[src/rtl/htc_pkg.sv]
// shared types and constants for the two-point calibrator
// no dependencies; imported by every module of the block

package htc_pkg;

    localparam int unsigned RAW_W     = 16;  // raw sample and calibration raw words
    localparam int unsigned DIFF_W    = 17;  // raw difference, one growth bit
    localparam int unsigned PT_W      = 7;   // whole-unit calibration point
    localparam int unsigned SLOPE_W   = 12;  // point difference times ten
    localparam int unsigned PROD_W    = 29;  // signed numerator
    localparam int unsigned QUO_W     = 27;  // numerator / quotient magnitude
    localparam int unsigned OFS_W     = 11;  // p0 times ten
    localparam int unsigned READING_W = 11;
    localparam int unsigned CFG_IDX_W = 4;
    localparam int unsigned CFG_DAT_W = 16;
    localparam int unsigned DIV_CELLS = QUO_W;

    localparam logic signed [PROD_W-1:0] READING_LIMIT = PROD_W'(1000);

    typedef enum logic [CFG_IDX_W-1:0] {
        CFG_TEMP_P0  = 4'd0,
        CFG_TEMP_P1  = 4'd1,
        CFG_TEMP_R0  = 4'd2,
        CFG_TEMP_R1  = 4'd3,
        CFG_HUM_P0   = 4'd4,
        CFG_HUM_P1   = 4'd5,
        CFG_HUM_R0   = 4'd6,
        CFG_HUM_R1   = 4'd7
    } t_cfg_idx;

    // per-request sideband that rides alongside the divider
    typedef struct packed {
        logic             channel;
        logic             bad;
        logic             sign;
        logic [OFS_W-1:0] offset;
    } t_side;

    // divider working set handed from cell to cell
    typedef struct packed {
        logic [RAW_W-1:0] rem;
        logic [QUO_W-1:0] nq;
        logic [RAW_W-1:0] den;
    } t_div;

endpackage

[src/rtl/htc_front.sv]
// front end: differences, slope multiply, magnitudes
// depends on htc_pkg

module htc_front (
    input  logic                              i_clk,
    input  logic                              i_rst_n,
    input  logic                              i_valid,
    input  logic                              i_mode,
    input  logic signed [htc_pkg::RAW_W-1:0]  i_sample,
    input  logic [htc_pkg::PT_W-1:0]          i_p0,
    input  logic [htc_pkg::PT_W-1:0]          i_p1,
    input  logic signed [htc_pkg::RAW_W-1:0]  i_r0,
    input  logic signed [htc_pkg::RAW_W-1:0]  i_r1,
    output logic                              o_valid,
    output htc_pkg::t_side                    o_side,
    output htc_pkg::t_div                     o_div
);
    import htc_pkg::*;

    logic signed [DIFF_W-1:0]  n_a,  r_a;
    logic signed [DIFF_W-1:0]  n_r,  r_r;
    logic signed [SLOPE_W-1:0] n_d10, r_d10;
    logic [OFS_W-1:0]          n_ofs, r_ofs;
    logic                      r_mode, r_bad, r_v1;
    logic signed [PT_W:0]      d;
    logic signed [PROD_W-1:0]  prod;
    logic [PROD_W-1:0]         nmag;
    logic [DIFF_W-1:0]         rmag;
    logic                      r_v2;
    t_side                     r_side;
    t_div                      r_div;

    // stage 1: differences and scaled points
    always_comb begin
        d     = $signed({1'b0, i_p1}) - $signed({1'b0, i_p0});
        n_a   = $signed({i_sample[RAW_W-1], i_sample}) - $signed({i_r0[RAW_W-1], i_r0});
        n_r   = $signed({i_r1[RAW_W-1], i_r1}) - $signed({i_r0[RAW_W-1], i_r0});
        n_d10 = SLOPE_W'($signed({{(SLOPE_W-PT_W-1){d[PT_W]}}, d}) * $signed(SLOPE_W'(10)));
        n_ofs = OFS_W'({{(OFS_W-PT_W){1'b0}}, i_p0} * OFS_W'(10));
    end

    always_ff @(posedge i_clk) begin
        r_a    <= n_a;
        r_r    <= n_r;
        r_d10  <= n_d10;
        r_ofs  <= n_ofs;
        r_mode <= i_mode;
        r_bad  <= (i_r1 == i_r0);
    end

    // stage 2: numerator product and sign-magnitude split
    always_comb begin
        prod = PROD_W'(r_a) * PROD_W'(r_d10);
        nmag = prod[PROD_W-1] ? PROD_W'(-prod) : PROD_W'(prod);
        rmag = r_r[DIFF_W-1] ? DIFF_W'(-r_r) : DIFF_W'(r_r);
    end

    always_ff @(posedge i_clk) begin
        r_side.channel <= r_mode;
        r_side.bad     <= r_bad;
        r_side.sign    <= prod[PROD_W-1] ^ r_r[DIFF_W-1];
        r_side.offset  <= r_ofs;
        r_div.rem      <= '0;
        r_div.nq       <= nmag[QUO_W-1:0];
        r_div.den      <= rmag[RAW_W-1:0];
    end

    always_ff @(posedge i_clk) begin
        if (!i_rst_n) begin
            r_v1 <= 1'b0;
            r_v2 <= 1'b0;
        end else begin
            r_v1 <= i_valid;
            r_v2 <= r_v1;
        end
    end

    assign o_valid = r_v2;
    assign o_side  = r_side;
    assign o_div   = r_div;

endmodule

[src/rtl/htc_div_cell.sv]
// one restoring-division cell: retires one quotient bit per request
// depends on htc_pkg

module htc_div_cell (
    input  logic           i_clk,
    input  logic           i_rst_n,
    input  logic           i_valid,
    input  htc_pkg::t_side i_side,
    input  htc_pkg::t_div  i_div,
    output logic           o_valid,
    output htc_pkg::t_side o_side,
    output htc_pkg::t_div  o_div
);
    import htc_pkg::*;

    logic [RAW_W:0] trial;
    logic           ge;
    t_div           n_div, r_div;
    t_side          r_side;
    logic           r_valid;

    always_comb begin
        trial     = {i_div.rem, i_div.nq[QUO_W-1]};
        ge        = (trial >= {1'b0, i_div.den});
        n_div.den = i_div.den;
        n_div.nq  = {i_div.nq[QUO_W-2:0], ge};
        n_div.rem = ge ? RAW_W'(trial - {1'b0, i_div.den}) : trial[RAW_W-1:0];
    end

    always_ff @(posedge i_clk) begin
        r_div  <= n_div;
        r_side <= i_side;
    end

    always_ff @(posedge i_clk) begin
        if (!i_rst_n) begin
            r_valid <= 1'b0;
        end else begin
            r_valid <= i_valid;
        end
    end

    assign o_valid = r_valid;
    assign o_side  = r_side;
    assign o_div   = r_div;

endmodule

[src/rtl/htc_post.sv]
// back end: restore sign, add offset, clamp, zero on bad calibration, output register
// depends on htc_pkg

module htc_post (
    input  logic                                 i_clk,
    input  logic                                 i_rst_n,
    input  logic                                 i_valid,
    input  htc_pkg::t_side                       i_side,
    input  logic [htc_pkg::QUO_W-1:0]            i_quo,
    output logic                                 o_valid,
    output logic signed [htc_pkg::READING_W-1:0] o_reading,
    output logic                                 o_channel,
    output logic                                 o_saturated,
    output logic                                 o_bad
);
    import htc_pkg::*;

    logic signed [PROD_W-1:0]    qs, sum;
    logic signed [READING_W-1:0] n_reading, r_reading;
    logic                        n_sat, r_sat, r_chan, r_bad, r_valid;

    always_comb begin
        qs  = i_side.sign ? -$signed(PROD_W'(i_quo)) : $signed(PROD_W'(i_quo));
        sum = qs + $signed(PROD_W'(i_side.offset));
        n_sat     = 1'b0;
        n_reading = sum[READING_W-1:0];
        if (i_side.bad) begin
            n_reading = '0;
        end else if (sum > READING_LIMIT) begin
            n_reading = READING_LIMIT[READING_W-1:0];
            n_sat     = 1'b1;
        end else if (sum < -READING_LIMIT) begin
            n_reading = READING_W'(-READING_LIMIT);
            n_sat     = 1'b1;
        end
    end

    always_ff @(posedge i_clk) begin
        r_reading <= n_reading;
        r_sat     <= n_sat;
        r_chan    <= i_side.channel;
        r_bad     <= i_side.bad;
    end

    always_ff @(posedge i_clk) begin
        if (!i_rst_n) begin
            r_valid <= 1'b0;
        end else begin
            r_valid <= i_valid;
        end
    end

    assign o_valid     = r_valid;
    assign o_reading   = r_reading;
    assign o_channel   = r_chan;
    assign o_saturated = r_sat;
    assign o_bad       = r_bad;

endmodule

[src/rtl/humidity_temperature_calibrator.sv]
// two-point linear calibrator, top level; depends on htc_pkg, htc_front,
// htc_div_cell and htc_post
// a request passes 2 front stages, 27 divider cells and 1 output register
// on its way to o_done
// throughput: one request per cycle, busy stays low; the divider is a row
// of 27 cells, one quotient bit each, so every cell holds a different request
// reset (synchronous, active low) clears the calibration registers and all
// valid flags; results leave on a one-cycle strobe the receiver cannot stall

module humidity_temperature_calibrator (
    input  logic                                 i_clk,
    input  logic                                 i_rst_n,
    // request side
    input  logic                                 start,
    output logic                                 busy,
    input  logic                                 i_mode,
    input  logic signed [htc_pkg::RAW_W-1:0]     i_raw_sample,
    // result side
    output logic                                 o_done,
    output logic signed [htc_pkg::READING_W-1:0] o_reading_tenths,
    output logic                                 o_channel,
    output logic                                 o_saturated,
    output logic                                 o_bad_calibration,
    // calibration register writes
    input  logic                                 i_cfg_valid,
    output logic                                 o_cfg_ready,
    input  logic [htc_pkg::CFG_IDX_W-1:0]        i_cfg_index,
    input  logic [htc_pkg::CFG_DAT_W-1:0]        i_cfg_data
);
    import htc_pkg::*;

    // calibration words, as written
    logic [9:0]       r_temp_p0, r_temp_p1;
    logic [RAW_W-1:0] r_temp_r0, r_temp_r1;
    logic [7:0]       r_hum_p0, r_hum_p1;
    logic [RAW_W-1:0] r_hum_r0, r_hum_r1;

    logic             accept;
    logic [PT_W-1:0]  sel_p0, sel_p1;
    logic [RAW_W-1:0] sel_r0, sel_r1;

    logic             cell_valid [DIV_CELLS+1];
    t_side            cell_side  [DIV_CELLS+1];
    t_div             cell_div   [DIV_CELLS+1];

    // nothing ever holds a request off
    assign busy        = 1'b0;
    assign o_cfg_ready = 1'b1;
    assign accept      = start && !busy;

    // register file; unknown indexes are dropped
    always_ff @(posedge i_clk) begin
        if (!i_rst_n) begin
            r_temp_p0 <= '0;
            r_temp_p1 <= '0;
            r_temp_r0 <= '0;
            r_temp_r1 <= '0;
            r_hum_p0  <= '0;
            r_hum_p1  <= '0;
            r_hum_r0  <= '0;
            r_hum_r1  <= '0;
        end else if (i_cfg_valid && o_cfg_ready) begin
            case (t_cfg_idx'(i_cfg_index))
                CFG_TEMP_P0: r_temp_p0 <= i_cfg_data[9:0];
                CFG_TEMP_P1: r_temp_p1 <= i_cfg_data[9:0];
                CFG_TEMP_R0: r_temp_r0 <= i_cfg_data;
                CFG_TEMP_R1: r_temp_r1 <= i_cfg_data;
                CFG_HUM_P0:  r_hum_p0  <= i_cfg_data[7:0];
                CFG_HUM_P1:  r_hum_p1  <= i_cfg_data[7:0];
                CFG_HUM_R0:  r_hum_r0  <= i_cfg_data;
                CFG_HUM_R1:  r_hum_r1  <= i_cfg_data;
                default: ;
            endcase
        end
    end

    // channel select; temperature points drop 3 fraction bits, humidity 1
    always_comb begin
        if (i_mode) begin
            sel_p0 = r_hum_p0[7:1];
            sel_p1 = r_hum_p1[7:1];
            sel_r0 = r_hum_r0;
            sel_r1 = r_hum_r1;
        end else begin
            sel_p0 = r_temp_p0[9:3];
            sel_p1 = r_temp_p1[9:3];
            sel_r0 = r_temp_r0;
            sel_r1 = r_temp_r1;
        end
    end

    htc_front u_front (
        .i_clk    (i_clk),
        .i_rst_n  (i_rst_n),
        .i_valid  (accept),
        .i_mode   (i_mode),
        .i_sample (i_raw_sample),
        .i_p0     (sel_p0),
        .i_p1     (sel_p1),
        .i_r0     ($signed(sel_r0)),
        .i_r1     ($signed(sel_r1)),
        .o_valid  (cell_valid[0]),
        .o_side   (cell_side[0]),
        .o_div    (cell_div[0])
    );

    // divider row: each cell shifts in one numerator bit and emits one quotient bit
    for (genvar g = 0; g < DIV_CELLS; g++) begin : g_cell
        htc_div_cell u_cell (
            .i_clk   (i_clk),
            .i_rst_n (i_rst_n),
            .i_valid (cell_valid[g]),
            .i_side  (cell_side[g]),
            .i_div   (cell_div[g]),
            .o_valid (cell_valid[g+1]),
            .o_side  (cell_side[g+1]),
            .o_div   (cell_div[g+1])
        );
    end

    // after the last cell the shift register holds the quotient magnitude
    htc_post u_post (
        .i_clk       (i_clk),
        .i_rst_n     (i_rst_n),
        .i_valid     (cell_valid[DIV_CELLS]),
        .i_side      (cell_side[DIV_CELLS]),
        .i_quo       (cell_div[DIV_CELLS].nq),
        .o_valid     (o_done),
        .o_reading   (o_reading_tenths),
        .o_channel   (o_channel),
        .o_saturated (o_saturated),
        .o_bad       (o_bad_calibration)
    );

`ifndef NO_ASSERTIONS
    // every accepted request comes out on o_done after the front, divider row and output register
    a_latency: assert property (@(posedge i_clk) disable iff (!i_rst_n)
        accept |-> ##30 o_done)
        else $error("result strobe missing after fixed latency");

    // a bad calibration never reports a clamp and always reads zero
    a_bad_zero: assert property (@(posedge i_clk) disable iff (!i_rst_n)
        (o_done && o_bad_calibration) |-> (!o_saturated && o_reading_tenths == 0))
        else $error("bad calibration result not zero");

    // a clamped reading sits exactly on a limit
    a_sat_limit: assert property (@(posedge i_clk) disable iff (!i_rst_n)
        (o_done && o_saturated) |->
            (o_reading_tenths == 11'sd1000 || o_reading_tenths == -11'sd1000))
        else $error("saturated reading off the limit");

    // an unclamped reading stays inside the limits
    a_in_range: assert property (@(posedge i_clk) disable iff (!i_rst_n)
        (o_done && !o_saturated) |->
            (o_reading_tenths <= 11'sd1000 && o_reading_tenths >= -11'sd1000))
        else $error("unclamped reading out of range");
`endif

endmodule
[config.mk]
export PLATFORM = sky130hd
export DESIGN_NAME = humidity_temperature_calibrator
export DESIGN_NICKNAME = d
export VERILOG_FILES = /design/src/rtl/htc_pkg.sv /design/src/rtl/htc_front.sv /design/src/rtl/htc_div_cell.sv /design/src/rtl/htc_post.sv /design/src/rtl/humidity_temperature_calibrator.sv
export SDC_FILE = /design/constraint.sdc
export NUM_CORES = 2
export LEC_CHECK = 0
export BUFFER_PORTS_ARGS = -buffer_cell sky130_fd_sc_hd__buf_2
export CAP_MARGIN = 20
export CORE_ASPECT_RATIO = 0.7
export CORE_UTILIZATION = 50
export CTS_BUF_LIST = sky130_fd_sc_hd__clkbuf_4 sky130_fd_sc_hd__clkbuf_8 sky130_fd_sc_hd__clkbuf_16
export CTS_CLUSTER_DIAMETER = 100
export CTS_CLUSTER_SIZE = 10
export DETAILED_ROUTE_END_ITERATION = 10
export PLACE_DENSITY = 0.65
export RECOVER_POWER = 25
export SYNTH_ARGS = -nofsm -noshare
export SYNTH_HDL_FRONTEND = slang
export SYNTH_SLANG_ARGS = --single-unit
[constraint.sdc]
create_clock -name i_clk -period 7 [get_ports i_clk]
set_clock_uncertainty 0.15 [all_clocks]
set_input_delay 0.7 -clock i_clk [delete_from_list [all_inputs] [get_ports i_clk]]
set_output_delay 0.7 -clock i_clk [all_outputs]
set_load 0.01 [all_outputs]
=== Word level (Yosys, flattened, before mapping) ===
Index checks and enable logic that the tools add are counted.

* Bitwise logic cells: 1
* Reduce and logical (&&, ||, !) cells: 11
* Div/mod/pow operators: 0
* $add $sub $neg: 33
* Shift operators: 0
* $lt $le $gt $ge: 29
* Multiply operators: 3
* Equal/unequal tests: 8
* Mux-type cells: 37

{| class="wikitable"
|+ Operators by type and width
! kind !! count
|-
| 2-to-1 mux 16 bit || 28
|-
| >= comparator 17 x 16 -> 1 bit || 26
|-
| subtractor 16 bit || 25
|-
| subtractor 16 x 16 -> 17 bit || 2
|-
| adder 29 x 12 -> 29 bit || 1
|-
| greater-than comparator 29 x 11 -> 1 bit (second input constant) || 1
|-
| less-than comparator 29 x 11 -> 1 bit (second input constant) || 1
|-
| 2-to-1 mux 29 bit || 1
|-
| negation 27 -> 29 bit || 1
|-
| multiplier 17 x 11 -> 28 bit || 1
|-
| 2-to-1 mux 27 bit || 1
|-
| negation 27 bit || 1
|-
| == test 16 bit || 1
|-
| == test 4 x 3 -> 1 bit (second input constant) || 4
|-
| >= comparator 1 x 16 -> 1 bit || 1
|-
| negation 16 bit || 1
|-
| AND reduction 2 bit || 8
|-
| subtractor 1 x 16 -> 16 bit || 1
|-
| 2-to-1 mux 7 bit || 2
|-
| multiplier 8 x 4 -> 11 bit (second input constant) || 1
|-
| 2-to-1 mux 11 bit || 1
|-
| multiplier 7 x 3 -> 10 bit (second input constant) || 1
|-
| 2-to-1 mux 10 bit || 1
|-
| == test 4 x 2 -> 1 bit (second input constant) || 2
|-
| 7 further kinds || 9
|}

* Output and inout port bits: 17
* Memory bits (writable): 0
* Word-level logic and storage cells: 367
* Bits in read-only memories: 0
* Input bits: 41
* Memories kept: 0
* Latch bits: 0
* Bits in registers: 2169

=== Logic depth before layout (Yosys ltp) ===
* Word-level depth: 6
* Gate-level depth with buffers: 25

=== Cells and area by module ===
Synthesis repeated with hierarchy kept, for this count alone.

* Cell total of the unflattened synthesis: 8322
* Area total of the unflattened synthesis: 91152.4 µm²

{| class="wikitable"
|+ Modules (own cells, without submodules)
! module !! cells each !! times used !! area an instance (µm²) !! sequential area each (µm²)
|-
| htc_div_cell at g_cell[0].u_cell ... || 230 || 21 || 2675.1 || 1481.4
|-
| htc_div_cell at g_cell[19].u_cell ... || 227 || 5 || 2663.8 || 1481.4
|-
| htc_front || 1392 || 1 || 12583.3 || 2282.2
|-
| humidity_temperature_calibrator || 381 || 1 || 3973.8 || 1841.8
|-
| htc_post || 353 || 1 || 2603.7 || 300.3
|-
| htc_div_cell at g_cell[23].u_cell || 231 || 1 || 2496.1 || 1481.4
|}

=== Least setup slack after synthesis ===
Ideal clock, no wire load.

* Path kind: flip-flop to flip-flop
* Start point: register u_front.r_d10[5]
* End point: register u_front.r_div (netlist bit u_front.o_div[42])
* Setup slack: 717 ps
* Period minus slack after synthesis: 6283 ps
* Buffers on the path: 2
* Cell stages (with the launch flop): 23
* Data required time: 6778 ps
* Arrival time: 6061 ps
* Path through: dfxtp_1 -> clkbuf_1 -> clkbuf_1 -> nand2_1 -> fa_1 -> fa_1 -> fa_1 -> inv_1 -> fa_1 -> inv_1 -> fa_1 -> inv_1 -> ha_1 -> o21ai_0 -> o21ai_0 -> a21oi_1 -> or4_1 -> nand2_1 -> o311ai_0 -> nor4b_1 -> nand3_1 -> o41ai_1 -> xnor2_1

* Word-level cells in the longest chain between the ends: 3

{| class="wikitable"
|+ RTL lines
! element !! RTL line !! text
|-
| start, declared || htc_front.sv:22 || <nowiki>logic signed [SLOPE_W-1:0] n_d10, r_d10;</nowiki>
|-
| start signal, assigned || htc_front.sv:45 || <nowiki>r_d10 <= n_d10;</nowiki>
|-
| multiplier 17 x 11 -> 28 bit * || htc_front.sv:53 || <nowiki>prod = PROD_W'(r_a) * PROD_W'(r_d10);</nowiki>
|-
| negation 27 bit || htc_front.sv:54 || <nowiki>nmag = prod[PROD_W-1] ? PROD_W'(-prod) : PROD_W'(prod);</nowiki>
|-
| 2-to-1 mux 27 bit * || htc_front.sv:54 ||
|-
| named net u_front.nmag[26] || htc_front.sv:27 || <nowiki>logic [PROD_W-1:0] nmag;</nowiki>
|-
| end, declared || htc_front.sv:31 || <nowiki>t_div r_div;</nowiki>
|}

Mark *: on every way through the listed nets, which the timed path passes. The rest lies on a longest branch.
A chain may end at the register's enable or synchronous reset.

=== Worst setup path after layout ===
* Start point: register u_front.r_a[7]
* End point: register u_front.r_div (netlist bit u_front.o_div[42])

* Word-level cells in the longest chain between the ends: 3

{| class="wikitable"
|+ RTL lines
! element !! RTL line !! text
|-
| start, declared || htc_front.sv:20 || <nowiki>logic signed [DIFF_W-1:0] n_a, r_a;</nowiki>
|-
| start signal, assigned || htc_front.sv:43 || <nowiki>r_a <= n_a;</nowiki>
|-
| multiplier 17 x 11 -> 28 bit * || htc_front.sv:53 ||
|-
| negation 27 bit || htc_front.sv:54 ||
|-
| 2-to-1 mux 27 bit * || htc_front.sv:54 ||
|-
| named net u_front.nmag[26] || htc_front.sv:27 ||
|}

Marked as above.

==> flow_summary.toml <==
[worst_setup_path]
crit_required_ns = 7.61
cp.arrival_ns = 7.21
critPathKind = "flip-flop to flip-flop"
r2r_cells = 20
r2r-start = "u_front.r_a[7]"
r2r_slack_ns = 0.40
cp_max_fo = 11
critPathCaptureType = "flip-flop"
regToRegEndpoint = "u_front.o_div[42]"
start_kind = "flip-flop"

[cells_and_area]
fin_nets = 8637
final_cell_mix = "dfxtp_1 (2,124), inv_1 (858), ha_1 (551)"
final_common_cell = "dfxtp_1"
drive_gt1_share_pct = 6.94
area_growth_pct = 11.1
utilization_pct = 55.9

[synth]
seq_area_frac_synth_pct = 52.8
synth_ff_type = "dfxtp_1"
synth.largest_area_cell = "dfxtp_1"
synth_cells = 7664
yosysWarnings = 0
ys_async_sr_fraction_pct = 0
synth-edff-count = 0
ys_types = 88
synth-seq-cells = 2134
synth.area.top_cells = "dfxtp_1 (53%), ha_1 (8.5%), fa_1 (5.0%)"
yosysTopAreaCellShare_pct = 52.8
syn_area_per_cell_um2 = 10.6
netlist_area_um2 = 80900
syn_nets = 8458

[floorplan]
die_w_um = 483
initial_core_util_pct = 50.4
die_h_um = 339
io_pins = 58
coreArea_um2 = 161000
die_area_um2 = 163000
num_rows = 123

[clock_network]
numCtsBuffers = 231
clkLatencyLatePin_ns = 0.83
cts_tree = "yes"
cts-root-buf = "clkbuf_16"
htree_levels = 4
clkTransAtPathRegs_ns = 0.06
cts.sinks = 2134
clock_path_buffers = 3

[worst_hold_path]
hold_class = "input port to flip-flop"
min_to = "r_temp_r1[9]"
hold_path_startpoint = "i_cfg_data[9]"
hold_depth = 3

[sta]
finalMaxSlewViolations = 0
worst_pin_slew_ns = 1.06
clock.fmax_mhz = 151
finalSetupTns_ns = 0
setup_viol = 0
grt_setup_unrepaired = "false"
fin_crit_sh_pct = 94.3
fin_crit_ns = 6.60
relSlewSlack_pct = 29.3
holdWs_ns = 0.0797
hold_violations = 0

[placed_design]
io_buffers = 55
gp_congestion = 0.881
post-dp-hpwl_um = 120000

[grt]
grt_max_degree = 123
grt_overflow_total = 0
grt_first_pass_wirelength_um = 257000
grt_pass1_vias = 49632
antenna_found_initial = 12
grt_usage_pct = 19.5

[routing]
totalWireLength_um = 159000
wire_per_inst_um = 15.9
drc = 0
dr.pass1.iters = 5
routed_via_density = 5.12
vias = 51182
final_antenna_net_count = 0
drt_iter0_drc = 3581

[outcome]
status = "completed"

[flow_run]
drv_cap = 0
==> how the worst max path moves through the flow <==
stage	startpoint	endpoint	slack, ns
2_1_floorplan	u_front.r_d10[5]	u_front.o_div[42]	0.72
3_3_place_gp	u_front.r_d10[11]	u_front.o_div[42]	0.13
3_5_place_dp	u_front.r_d10[11]	u_front.o_div[42]	0.04
4_1_cts	u_front.r_d10[11]	u_front.o_div[42]	0.05
5_1_grt	u_front.r_a[9]	u_front.o_div[42]	0.01
6_report	u_front.r_a[7]	u_front.o_div[42]	0.40
==> what timing repair did <==
| action | 4_1_cts | 5_1_grt |
|---|---|---|
| hold buffers | 7 | 0 |
| gates resized for setup | 0 | 13 |
| setup endpoints to repair | 0 | 14 |
| hold endpoints to repair | 16 | 0 |
| setup buffers | 0 | 3 |
==> per-stage QoR <==
| stage | cells | cell area, um2 | setup slack [ns] |
|---|---|---|---|
| after floorplan | 7664 | 80900 | 0.717 |
| after global placement | 9722 | 83600 | 0.126 |
| after detailed placement | 9722 | 83600 | 0.0388 |
| after CTS | 9977 | 89800 | 0.0488 |
| after global routing | 9988 | 89900 | 0.0122 |
| final | 9990 | 89900 | 0.399 |
==> cells by family after synthesis <==
| kind of cell | synth area share, % |
|---|---|
| DFF | 52.8 |
| and+or+nand+nor | 11.0 |
| AOI/OAI and AO/OA | 10.6 |
| buffers and inverters | 4.78 |
| adders and majority gates | 13.5 |
| xor gates and xnor gates | 4.20 |
| muxes | 3.12 |
| other | 0.00928 |
==> critical path, stage by stage (launching register included) <==
cell and delay [ns]:
dfxtp_1 0.59, nand2_1 0.14, fa_1 0.52, inv_1 0.05
fa_1 0.47, fa_1 0.52, fa_1 0.58, inv_1 0.07
fa_1 0.53, inv_1 0.04, ha_1 0.29, buf_4 0.16
a2111o_1 0.37, a21oi_1 0.27, or4_1 0.26, a211o_1 0.16
o311ai_0 0.26, nor4b_2 0.40, nand3_1 0.16, o41ai_1 0.42
xnor2_1 0.16
==> Yosys cell counts, drive strengths merged (73+ instances only) <==
library cell  number
a21oi            417
a21boi           121
fa               202
a21o              76
mux2i            106
nand4            114
inv              859
nand3            103
a211oi            84
xor2             135
nand2            408
nor2             519
xnor2            253
clkbuf           150
nor2b            159
o31ai             73
dfxtp           2134
o21ai            254
ha               551
and2             134
mux2             130
nor3             110
==> per-layer routing <==
metal / share of wire, % / GRT usage (%) / vias up
li1: - / - / 25947
met2: 40 / 27.5 / 1068
met5: 0.017 / 0 / -
met1: 53 / 29.9 / 23932
met4: 2.0 / 5.43 / 4
met3: 5.5 / 3.80 / 231
==> final cells by class <==
type,instances,area [um2]
sequential,2134,42700
clock buffer,233,5800
timing repair buffer,110,743
inverter,859,3230
multi-input combinational,4507,34400
clock inverter,15,319
antenna,7,17.5
fill,13708,70800
tap,2125,2660
==> flip-flops by register name, indices dropped and copies added, names as in the netlist, 13 cells and up <==
register	flops
r_hum_r1	16
u_front.o_div	42
u_front.o_side	13
r_temp_r0	16
r_hum_r0	16
g_cell.u_cell.o_valid	27
u_front.r_a	17
g_cell.u_cell.o_div	1535
r_temp_r1	16
g_cell.u_cell.o_side	351
u_front.r_r	17
Power is not shown: default switching activity piles up to over one toggle a cycle in this logic, so the estimate is an artifact.
